**config.mk**
```make
export PLATFORM = sky130hd
export DESIGN_NAME = half_duplex_uart_transceiver
export DESIGN_NICKNAME = d
export VERILOG_FILES = /design/src/rtl/hduart_pkg.sv /design/src/rtl/half_duplex_uart_transceiver.sv
export SDC_FILE = /design/constraint.sdc
export NUM_CORES = 1
export LEC_CHECK = 0
export BUFFER_PORTS_ARGS = -buffer_cell sky130_fd_sc_hd__buf_2
export CAP_MARGIN = 20
export CORE_MARGIN = 2
export CORE_UTILIZATION = 60
export CTS_BUF_LIST = sky130_fd_sc_hd__clkbuf_4 sky130_fd_sc_hd__clkbuf_8
export DETAILED_ROUTE_END_ITERATION = 10
export PLACE_DENSITY = 0.79
export SETUP_SLACK_MARGIN = 0.4
export SLEW_MARGIN = 20
export SYNTH_ARGS = -nofsm -noshare
export SYNTH_HDL_FRONTEND = slang
export SYNTH_SLANG_ARGS = --single-unit
```
**constraint.sdc**
```tcl
create_clock -name clk -period 9.29 [get_ports clk]
set_clock_uncertainty 0.2 [all_clocks]
set_input_delay 0.929 -clock clk [delete_from_list [all_inputs] [get_ports clk]]
set_output_delay 0.929 -clock clk [all_outputs]
set_load 0.1 [all_outputs]
```
**src/rtl/hduart_pkg.sv**
```systemverilog
// types, codes and helpers shared by the half-duplex uart transceiver
package hduart_pkg;

	// request kinds
	localparam logic [1:0] KIND_TICK = 2'd0;
	localparam logic [1:0] KIND_TX   = 2'd1;
	localparam logic [1:0] KIND_RX   = 2'd2;

	// parity modes
	localparam logic [1:0] PAR_NONE = 2'd0;
	localparam logic [1:0] PAR_EVEN = 2'd1;
	localparam logic [1:0] PAR_ODD  = 2'd2;

	// receive status codes
	localparam logic [1:0] RX_OK       = 2'd0;
	localparam logic [1:0] RX_TIMEOUT  = 2'd1;
	localparam logic [1:0] RX_FRAMING  = 2'd2;
	localparam logic [1:0] RX_PARITY   = 2'd3;

	// configuration register indexes
	localparam logic [1:0] REG_BIT_PERIOD    = 2'd0;
	localparam logic [1:0] REG_PARITY_MODE   = 2'd1;
	localparam logic [1:0] REG_TWO_STOP      = 2'd2;
	localparam logic [1:0] REG_START_TIMEOUT = 2'd3;

	localparam int FRAME_W = 12;

	typedef struct packed {
		logic [1:0] kind;
		logic [7:0] tx_byte;
		logic       line_level;
	} uart_in_t;

	typedef struct packed {
		logic        line_out;
		logic        drive_enable;
		logic        busy_res;
		logic        tx_done;
		logic        rx_done;
		logic [7:0]  rx_byte;
		logic [1:0]  rx_status;
		logic [31:0] timeout_count;
		logic [31:0] framing_count;
		logic [31:0] parity_count;
	} uart_out_t;

	function automatic logic parity_enabled(input logic [1:0] mode);
		return (mode == PAR_EVEN) || (mode == PAR_ODD);
	endfunction

	function automatic logic parity_of(input logic [7:0] v, input logic [1:0] mode);
		return (^v) ^ (mode == PAR_ODD);
	endfunction

endpackage

```
**src/rtl/half_duplex_uart_transceiver.sv**
```systemverilog
// Half-duplex single-wire uart transceiver timed by microsecond tick requests. For each
// accepted request the frame state machine updates from the current state and the
// request in a single pass and the result lands in a registered output with a one-entry skid
// stage behind it, so the block accepts one request per cycle until the skid stage fills,
// and keeps accepting while a single result waits. A transmit sends a guard bit, start,
// DATA_BITS data bits LSB first, optional parity and one or two stops;
// a receive waits for a low line up to the start timeout, samples three quarters into the
// start bit and into every bit after it, and reports a status plus wrapping error counters.
module half_duplex_uart_transceiver #(
	parameter int DATA_BITS = 8
) (
	input  logic                  clk,
	input  logic                  arst_n,
	input  logic                  cfg_we,
	input  logic [1:0]            cfg_addr,
	input  logic [31:0]           cfg_wdata,
	input  logic                  in_valid,
	output logic                  in_ready,
	input  hduart_pkg::uart_in_t  in_data,
	output logic                  out_valid,
	input  logic                  out_ready,
	output hduart_pkg::uart_out_t out_data
);
	import hduart_pkg::*;

	localparam logic [7:0] DATA_MASK = 8'((1 << DATA_BITS) - 1);
	localparam logic [3:0] FRAME_BASE = 4'(2 + DATA_BITS);
	localparam logic [3:0] PAR_POS = 4'(1 + DATA_BITS);

	typedef enum logic [1:0] {PH_IDLE, PH_TX, PH_RXWAIT, PH_RXSAMP} phase_t;

	// configuration
	logic [19:0] bit_period_q;
	logic [1:0]  parity_mode_q;
	logic        two_stop_q;
	logic [31:0] start_timeout_q;

	// frame state
	phase_t             phase_q, phase_d;
	logic [31:0]        timer_q, timer_d;
	logic [FRAME_W-1:0] frame_q, frame_d;
	logic [3:0]         bit_idx_q, bit_idx_d;
	logic               drive_level_q, drive_level_d;
	logic [31:0]        timeouts_q, timeouts_d;
	logic [31:0]        framing_q, framing_d;
	logic [31:0]        parity_err_q, parity_err_d;

	// output buffering
	logic      out_valid_q, skid_valid_q;
	uart_out_t out_data_q, skid_data_q;
	uart_out_t res;
	logic      accept;

	logic               par_en;
	logic [19:0]        period;
	logic [19:0]        target;
	logic [31:0]        timer_inc;
	logic [3:0]         bit_idx_inc;
	logic [3:0]         tx_total;
	logic [3:0]         rx_nbits;
	logic [7:0]         tx_v;
	logic [7:0]         rx_v;
	logic [3:0]         nxt;
	logic [FRAME_W-1:0] tx_frame;
	logic [FRAME_W-1:0] rx_frame;
	logic               tx_done_d, rx_done_d;
	logic [7:0]         rx_byte_d;
	logic [1:0]         rx_status_d;

	assign in_ready = !skid_valid_q;
	assign accept = in_valid && in_ready;
	assign out_valid = out_valid_q;
	assign out_data = out_data_q;

	assign par_en = parity_enabled(parity_mode_q);
	assign period = (bit_period_q == 20'd0) ? 20'd1 : bit_period_q;
	assign target = (bit_idx_q == 4'd0) ? (period - (period >> 2)) : period;
	assign timer_inc = timer_q + 32'd1;
	assign bit_idx_inc = bit_idx_q + 4'd1;
	assign tx_total = FRAME_BASE + {3'd0, par_en} + (two_stop_q ? 4'd2 : 4'd1);
	assign rx_nbits = FRAME_BASE + {3'd0, par_en};
	assign tx_v = in_data.tx_byte & DATA_MASK;

	// transmit frame: start at bit 0, data, parity, stops
	always_comb begin
		tx_frame = FRAME_W'({tx_v, 1'b0});
		nxt = PAR_POS;
		if (par_en) begin
			tx_frame[nxt] = parity_of(tx_v, parity_mode_q);
			nxt = nxt + 4'd1;
		end
		tx_frame = tx_frame | (FRAME_W'(1) << nxt);
		if (two_stop_q) begin
			tx_frame = tx_frame | (FRAME_W'(1) << (nxt + 4'd1));
		end
	end

	// receive frame with this tick's sample folded in
	always_comb begin
		rx_frame = frame_q;
		if (bit_idx_q < 4'd12 && in_data.line_level) begin
			rx_frame = rx_frame | (FRAME_W'(1) << bit_idx_q);
		end
		rx_v = rx_frame[8:1] & DATA_MASK;
	end

	always_comb begin
		phase_d = phase_q;
		timer_d = timer_q;
		frame_d = frame_q;
		bit_idx_d = bit_idx_q;
		drive_level_d = drive_level_q;
		timeouts_d = timeouts_q;
		framing_d = framing_q;
		parity_err_d = parity_err_q;
		tx_done_d = 1'b0;
		rx_done_d = 1'b0;
		rx_byte_d = 8'd0;
		rx_status_d = RX_OK;
		if (in_data.kind == KIND_TX && phase_q == PH_IDLE) begin
			phase_d = PH_TX;
			frame_d = tx_frame;
			timer_d = 32'd0;
			bit_idx_d = 4'd0;
			drive_level_d = 1'b1;
		end else if (in_data.kind == KIND_RX && phase_q == PH_IDLE) begin
			phase_d = PH_RXWAIT;
			timer_d = 32'd0;
			frame_d = '0;
			bit_idx_d = 4'd0;
		end else if (in_data.kind == KIND_TICK) begin
			unique case (phase_q)
				PH_TX: begin
					timer_d = timer_inc;
					if (timer_inc >= {12'd0, period}) begin
						timer_d = 32'd0;
						bit_idx_d = bit_idx_inc;
						if (bit_idx_inc >= tx_total) begin
							phase_d = PH_IDLE;
							drive_level_d = 1'b1;
							bit_idx_d = 4'd0;
							tx_done_d = 1'b1;
						end else if (bit_idx_inc == 4'd0 || bit_idx_inc > 4'd12) begin
							drive_level_d = 1'b1;
						end else begin
							drive_level_d = frame_q[bit_idx_inc - 4'd1];
						end
					end
				end
				PH_RXWAIT: begin
					if (!in_data.line_level) begin
						phase_d = PH_RXSAMP;
						timer_d = 32'd0;
						bit_idx_d = 4'd0;
						frame_d = '0;
					end else if (timer_q >= start_timeout_q) begin
						phase_d = PH_IDLE;
						timer_d = 32'd0;
						timeouts_d = timeouts_q + 32'd1;
						rx_done_d = 1'b1;
						rx_status_d = RX_TIMEOUT;
					end else begin
						timer_d = timer_inc;
					end
				end
				PH_RXSAMP: begin
					timer_d = timer_inc;
					if (timer_inc >= {12'd0, target}) begin
						timer_d = 32'd0;
						frame_d = rx_frame;
						bit_idx_d = bit_idx_inc;
						if (bit_idx_inc >= rx_nbits) begin
							phase_d = PH_IDLE;
							bit_idx_d = 4'd0;
							rx_done_d = 1'b1;
							if (rx_frame[0] || !rx_frame[rx_nbits - 4'd1]) begin
								framing_d = framing_q + 32'd1;
								rx_status_d = RX_FRAMING;
							end else if (par_en &&
								rx_frame[PAR_POS] != parity_of(rx_v, parity_mode_q)) begin
								parity_err_d = parity_err_q + 32'd1;
								rx_status_d = RX_PARITY;
							end else begin
								rx_byte_d = rx_v;
							end
						end
					end
				end
				default: begin
				end
			endcase
		end
	end

	always_comb begin
		res.line_out = drive_level_d;
		res.drive_enable = (phase_d == PH_TX);
		res.busy_res = (phase_d != PH_IDLE);
		res.tx_done = tx_done_d;
		res.rx_done = rx_done_d;
		res.rx_byte = rx_byte_d;
		res.rx_status = rx_status_d;
		res.timeout_count = timeouts_d;
		res.framing_count = framing_d;
		res.parity_count = parity_err_d;
	end

	always_ff @(posedge clk or negedge arst_n) begin
		if (!arst_n) begin
			bit_period_q <= 20'd52;
			parity_mode_q <= PAR_NONE;
			two_stop_q <= 1'b0;
			start_timeout_q <= 32'd1000;
		end else if (cfg_we) begin
			unique case (cfg_addr)
				REG_BIT_PERIOD:    bit_period_q <= cfg_wdata[19:0];
				REG_PARITY_MODE:   parity_mode_q <= cfg_wdata[1:0];
				REG_TWO_STOP:      two_stop_q <= cfg_wdata[0];
				REG_START_TIMEOUT: start_timeout_q <= cfg_wdata;
				default: begin
				end
			endcase
		end
	end

	always_ff @(posedge clk or negedge arst_n) begin
		if (!arst_n) begin
			phase_q <= PH_IDLE;
			timer_q <= 32'd0;
			frame_q <= '0;
			bit_idx_q <= 4'd0;
			drive_level_q <= 1'b1;
			timeouts_q <= 32'd0;
			framing_q <= 32'd0;
			parity_err_q <= 32'd0;
		end else if (accept) begin
			phase_q <= phase_d;
			timer_q <= timer_d;
			frame_q <= frame_d;
			bit_idx_q <= bit_idx_d;
			drive_level_q <= drive_level_d;
			timeouts_q <= timeouts_d;
			framing_q <= framing_d;
			parity_err_q <= parity_err_d;
		end
	end

	// result register with a one-entry skid stage behind it
	always_ff @(posedge clk or negedge arst_n) begin
		if (!arst_n) begin
			out_valid_q <= 1'b0;
			skid_valid_q <= 1'b0;
		end else if (!out_valid_q || out_ready) begin
			if (skid_valid_q) begin
				out_valid_q <= 1'b1;
				skid_valid_q <= 1'b0;
			end else begin
				out_valid_q <= accept;
			end
		end else if (accept) begin
			skid_valid_q <= 1'b1;
		end
	end

	always_ff @(posedge clk) begin
		if (!out_valid_q || out_ready) begin
			if (skid_valid_q) begin
				out_data_q <= skid_data_q;
			end else if (accept) begin
				out_data_q <= res;
			end
		end else if (accept) begin
			skid_data_q <= res;
		end
	end

`ifndef SYNTHESIS
	a_skid_behind_out: assert property (@(posedge clk) disable iff (!arst_n)
		skid_valid_q |-> out_valid_q)
		else $error("skid entry held while result register empty");

	a_idle_line_high: assert property (@(posedge clk) disable iff (!arst_n)
		(phase_q != PH_TX) |-> drive_level_q)
		else $error("line level low outside a transmit");

	a_drive_needs_busy: assert property (@(posedge clk) disable iff (!arst_n)
		out_valid_q |-> (!out_data_q.drive_enable || out_data_q.busy_res))
		else $error("drive enable without busy");

	a_done_not_busy: assert property (@(posedge clk) disable iff (!arst_n)
		(out_valid_q && (out_data_q.tx_done || out_data_q.rx_done)) |->
			!out_data_q.busy_res)
		else $error("done reported while still busy");
`endif

endmodule

```
Yosys cells after proc, flatten, opt, wreduce, memory -nomap -nowiden

Index checks and enable logic that the tools add are counted.

Register bits: 426
Input port bits: 50
Output and inout port bits: 113
Word-level logic and storage cells: 222

$add $sub $neg: 11
Magnitude comparators: 9
Equal/unequal tests: 15
Shifts and indexed selects: 3
Muxes and demuxes: 109
Bitwise operators: 6
Reduce and logical (&&, ||, !) cells: 35

Operators with widths:

| cell                                             | number |
|---|---|
| 2-to-1 mux 32 bit                                | 28 |
| 2-to-1 mux 111 bit                               | 2 |
| adder 32 x 1 -> 32 bit, second input constant    | 4 |
| one-hot mux 32 bit (3 select lines)              | 1 |
| 2-to-1 mux 12 bit                                | 7 |
| greater-or-equal comparator 32 x 20 -> 1 bit     | 2 |
| 2-to-1 mux 8 bit                                 | 8 |
| 2-to-1 mux 20 bit                                | 2 |
| 2-to-1 mux 2 bit                                 | 18 |
| left shift 1 x 4 -> 12 bit, first input constant | 3 |
| greater-or-equal comparator 32 bit               | 1 |
| 2-to-1 mux 4 bit                                 | 8 |
| 2-to-1 mux 1 bit                                 | 28 |
| OR 12 bit                                        | 2 |
| one-hot mux 12 bit (2 select lines)              | 1 |
| zero test 20 bit                                 | 1 |
| subtractor 20 x 18 -> 20 bit                     | 1 |
| XOR reduction 8 bit                              | 2 |
| == test 2 bit, second input constant             | 6 |
| inequality test 4 bit, second input constant     | 3 |
| OR 10 x 12 -> 12 bit                             | 1 |
| one-hot mux 4 bit (3 select lines)               | 1 |
| AND reduction 2 bit                              | 6 |
| == test 2 x 1 -> 1 bit, second input constant    | 5 |
| other kinds (27)                                 | 47 |

Longest topological paths before layout

Depth after elaboration: 17
Gate-level depth with buffers: 24
Depth with buffers taken out: 21

Worst setup path before layout

OpenSTA, ideal clock, no wires.

Kind: input to register
From: input in_valid
To: register skid_data_q[0] (netlist name), enable pin
Setup time: 583 ps
Arrival: 6030 ps
Required time: 8507 ps
Slack: 2478 ps
Stages on the path: 4
Path buffers: 2
Cell sequence: nand2_1 > clkbuf_1 > clkbuf_1 > nor2_1

Word-level cells in the longest chain between the ends: 2

RTL lines:

| what                                 | line                                | text |
|---|---|---|
| start: declaration                   | half_duplex_uart_transceiver.sv:17  | `input logic in_valid,` |
| logical AND 1 bit                    | half_duplex_uart_transceiver.sv:71  | `assign accept = in_valid && in_ready;` |
| AND reduction 2 bit (no source line) | -                                   |  |
| end signal: assignment               | half_duplex_uart_transceiver.sv:273 | `skid_data_q <= res;` |
| end: declaration                     | half_duplex_uart_transceiver.sv:50  | `uart_out_t out_data_q, skid_data_q;` |

Every way passes these cells.
A chain may end at the register's enable or synchronous reset.

Worst setup path after layout

From: register bit_period_q[5]
To: register out_data_q (netlist bit out_data[103]) (data pin)

Word-level cells in the longest chain between the ends: 12

RTL lines:

| what                                             | line                                | text |
|---|---|---|
| start: declaration                               | half_duplex_uart_transceiver.sv:33  | `logic [19:0] bit_period_q;` |
| start signal: assignment                         | half_duplex_uart_transceiver.sv:216 | `REG_BIT_PERIOD: bit_period_q <= cfg_wdata[19:0];` |
| zero test 20 bit                                 | half_duplex_uart_transceiver.sv:76  | `assign period = (bit_period_q == 20'd0) ? 20'd1 : bit_period_q;` |
| 2-to-1 mux 20 bit (*)                            | half_duplex_uart_transceiver.sv:76  |  |
| subtractor 20 x 18 -> 20 bit                     | half_duplex_uart_transceiver.sv:77  | `assign target = (bit_idx_q == 4'd0) ? (period - (period >> 2)) : period;` |
| 2-to-1 mux 20 bit (*)                            | half_duplex_uart_transceiver.sv:77  |  |
| greater-or-equal comparator 32 x 20 -> 1 bit (*) | half_duplex_uart_transceiver.sv:168 | `if (timer_inc >= {12'd0, target}) begin` |
| 2-to-1 mux 8 bit (*)                             | half_duplex_uart_transceiver.sv:168 |  |
| 2-to-1 mux 8 bit (*)                             | half_duplex_uart_transceiver.sv:132 | `unique case (phase_q)` |
| 2-to-1 mux 8 bit (*)                             | half_duplex_uart_transceiver.sv:131 | `end else if (in_data.kind == KIND_TICK) begin` |
| 2-to-1 mux 8 bit (*)                             | half_duplex_uart_transceiver.sv:126 | `end else if (in_data.kind == KIND_RX && phase_q == PH_IDLE) begin` |
| 2-to-1 mux 8 bit (*)                             | half_duplex_uart_transceiver.sv:120 | `if (in_data.kind == KIND_TX && phase_q == PH_IDLE) begin` |
| 2-to-1 mux 111 bit (*)                           | half_duplex_uart_transceiver.sv:269 | `end else if (accept) begin` |
| 2-to-1 mux 111 bit (*)                           | half_duplex_uart_transceiver.sv:267 | `if (skid_valid_q) begin` |
| end signal: assignment                           | half_duplex_uart_transceiver.sv:268 | `out_data_q <= skid_data_q;` |
| end signal: assignment                           | half_duplex_uart_transceiver.sv:270 | `out_data_q <= res;` |
| end: declaration                                 | half_duplex_uart_transceiver.sv:50  |  |

Every way passes the cells marked *; elsewhere a longest branch is shown, timed or not. The select of a mux whose other input is x is not followed.

==> results.json <==
{
  "status": "complete, no violations",
  "cp-start-kind": "flop",
  "synthTopCellsByCount": "edfxtp_1, dfrtp_1, nand2_1",
  "p_sw_frac": 0.3457,
  "synth.most_common_cell": "edfxtp_1",
  "diodes": 0,
  "combPwrFrac": 0.280,
  "crit_top_cell": "a21o_1",
  "synth_edf_count": 222,
  "synthAdderAreaFrac": 0.05822,
  "clk_latency_ns": 0.63,
  "slowest_stage": "a311o_1",
  "p_per_area_nw_per_um2": 217.0,
  "worst_slew_pin_slew_ns": 1.115,
  "tns_ns": 0,
  "setup_viol": 0,
  "wl_per_cell_um": 19.06,
  "path_cells": "inv_1, ha_1, nand2_1, o31ai_1, a41oi_1, a2111oi_0, nand3b_1, a31oi_1, xnor2_1, a21oi_1, ha_1, a21o_1, a21o_1, a21o_1, a211oi_1, a311o_1, nor2_1, nand2_1, o31ai_1",
  "cts.htree.levels": 3,
  "postRouteAntennaNets": 0,
  "vias": 16630,
  "cellInternalPower_mw": 3.659,
  "place.gp.congestion": 0.9120,
  "timing.final.crit_period_ns": 6.831,
  "synth_xor_area_frac": 0.09292,
  "routed_wl_um": 53120,
  "drc": 0,
  "synth_cell_types": 76,
  "fin_nets": 2371,
  "p_clk_frac": 0.312,
  "path_class": "reg2reg",
  "drt_iter0_markers": 1288,
  "dieArea_um2": 39980,
  "path_max_fanout": 18,
  "grt_util_all_layers": 0.2733,
  "postCtsHoldBufs": 0,
  "rows": 71,
  "final_max_slew_viol_count": 0,
  "synthSimpleGateAreaFrac": 0.1479,
  "ir_drop_mv": 0.1777,
  "drive_gt1_frac": 0.2223,
  "dr.pass1.iters": 8,
  "grt_pass1_vias": 16570,
  "synth_top_family_by_area": "simple AND/OR/NAND/NOR gates",
  "synth_top_area_share": 0.2893,
  "synth_compound_area_frac": 0.07733,
  "io_pins": 163,
  "synth_cells": 2077,
  "maxSlewHeadroom": 0.2554,
  "clock.fmax_mhz": 146.4,
  "die_y_um": 200.0,
  "holdWs_ns": 0.1767,
  "netlist_area_um2": 23040,
  "cts_setup_buffers": 0,
  "postSynth.asyncResetShare": 0.4789,
  "cts_resized": 0,
  "fin_crit_sh": 0.7353,
  "p_switching_mw": 1.933,
  "grt_start_max_net_pins": 89,
  "cts_root_buffer": "clkbuf_8",
  "synth.area.mux_share": 0.07744,
  "hp-class": "in2async",
  "synth_seq_cells": 426,
  "cts_buffer_depth": 3,
  "cts_made_buffers": 73,
  "crit_arrival_ns": 6.97,
  "grt-ovfl-total": 0,
  "avgSynthCellArea_um2": 11.09,
  "grt_pass1_wl_um": 86080,
  "worst_setup_path_end_kind": "flop",
  "die_w_um": 200.0,
  "path_clk_slew_ns": 0.05,
  "cts_tree": "done",
  "start_util": 0.6102,
  "seq_power_share": 0.408,
  "core_um2": 37760,
  "area_growth_pct": 11.83,
  "synth_nets": 2232,
  "dp_hpwl_um": 36430,
  "synth_area_leader_cell": "edfxtp_1",
  "synth_ff_type": "edfxtp_1",
  "max_cap_viol_count": 0,
  "synth_area_leaders": "edfxtp_1, dfrtp_1, mux2_2, xnor2_1, ha_1",
  "via_per_inst": 5.965,
  "rsz0062_at_grt": "false",
  "io_buffer_count": 162,
  "hold_viol": 0,
  "critPathMaxStageDelay_ns": 1.02,
  "crit_required_ns": 9.43,
  "antenna_found_initial": 2,
  "p_leak_nw": 11.08,
  "yosysSeqAreaShare": 0.5115,
  "yosys_warnings": 0,
  "cts.sinks": 426
}
metal layers:
metal | vias to the layer above | wire, µm | GRT usage
li1 | 7795 | - | -
met1 | 8136 | 23400 | 0.3766
met2 | 573 | 24970 | 0.4362
met3 | 117 | 3254 | 0.04519
met4 | 4 | 1477 | 0.1078
met5 | - | 26 | 0
power by group through the flow:
stage / clock [mW] / combinational [mW] / sequential [mW]
6_report: 1.75 / 1.57 / 2.28
5_1_grt: 1.86 / 1.72 / 2.29
4_1_cts: 1.78 / 1.56 / 2.28
3_5_place_dp: 0 / 1.56 / 2.31
3_3_place_gp: 0 / 1.52 / 2.30
2_1_floorplan: 0 / 0.947 / 2.57
path summary, 6_finish.rpt:
| check | start | to | slack, ns | cells after the start |
|---|---|---|---|---|
| worst max-delay path | bit_period_q[5] | out_data[103] | 2.46 | 19 |
| worst min-delay path | arst_n | bit_period_q[8] | 0.18 | 1 |
| worst max register to register | bit_period_q[5] | out_data[103] | 2.46 | 19 |
| worst min register to register | timeouts_q[31] | timeouts_q[31] | 0.29 | 1 |
| max in group asynchronous | arst_n | timer_q[19] | 6.66 | 3 |
| min in group clk | timeouts_q[31] | timeouts_q[31] | 0.29 | 1 |
state kept, by name, indices dropped and copies added (netlist names):
name / count
out_data: 111
skid_data_q: 111
framing_q: 32
parity_err_q: 32
start_timeout_q: 32
timeouts_q: 32
timer_q: 32
bit_period_q: 20
frame_q: 12
bit_idx_q: 4
parity_mode_q: 2
phase_q: 2
drive_level_q: 1
out_valid: 1
skid_valid_q: 1
two_stop_q: 1
cells in the final DEF (no fill, tap or decap), types with 10 or more instances in the layout:
cell type,synthesis,final
dfrtp_1,194,194
clkbuf_8,0,85
nor2_1,131,130
nor3_1,35,35
dfstp_2,10,10
ha_1,104,104
nand3_1,86,86
a21oi_1,86,86
buf_2,19,161
edfxtp_1,222,222
nand2b_1,14,14
mux2_2,146,146
a21o_1,13,13
buf_4,3,20
xnor2_1,149,149
clkbuf_4,0,30
a22o_1,15,15
and2_1,12,12
inv_1,83,82
nand4_1,73,73
nand2_1,167,167
o31ai_1,15,15
and4_1,10,10
a31oi_1,32,32
nor4_1,30,30
o21ai_0,63,63
xor2_1,91,91
and3_1,48,48
per-stage QoR:
| stage | cells | util | instance area [µm²] | total power, mW | worst slack [ns] |
|---|---|---|---|---|---|
| after floorplan | 2077 | - | 23040 | 3.519 | 2.478 |
| after global placement | 2652 | 0.6421 | 24240 | 3.823 | 2.638 |
| after detailed placement | 2652 | 0.6421 | 24240 | 3.866 | 2.557 |
| after CTS | 2787 | 0.6824 | 25760 | 5.621 | 2.555 |
| after global routing | 2787 | 0.6824 | 25760 | 5.873 | 1.933 |
| final | 2787 | 0.6824 | 25760 | 5.592 | 2.459 |
layout make-up:
class,instances,area [µm²]
clock buffers,114,1381
clock inverters,21,141.4
fillers,2827,11990
inverters,83,314.1
multi-input cells,1450,10540
flip-flops and latches,426,11780
well taps,511,639.4
repair buffers,182,969.7
cell families after synthesis:
logic type | count (synthesis)
xor+xnor | 242
simple gates | 665
flops | 426
mux | 155
buf+inv | 201
compound gates | 281
fa+ha+maj | 107
critical path, delay by kind of cell (launching register included):
family                     cells  cell delay (ns)
adders and majority gates      2             0.63
AOI/OAI and AO/OA             11             3.99
xor gates and xnor gates       1             0.14
and+or+nand+nor                4             0.92
DFF                            1             0.56
buffers and inverters          1             0.08
Note: power is estimated with default switching activity, not from simulation.
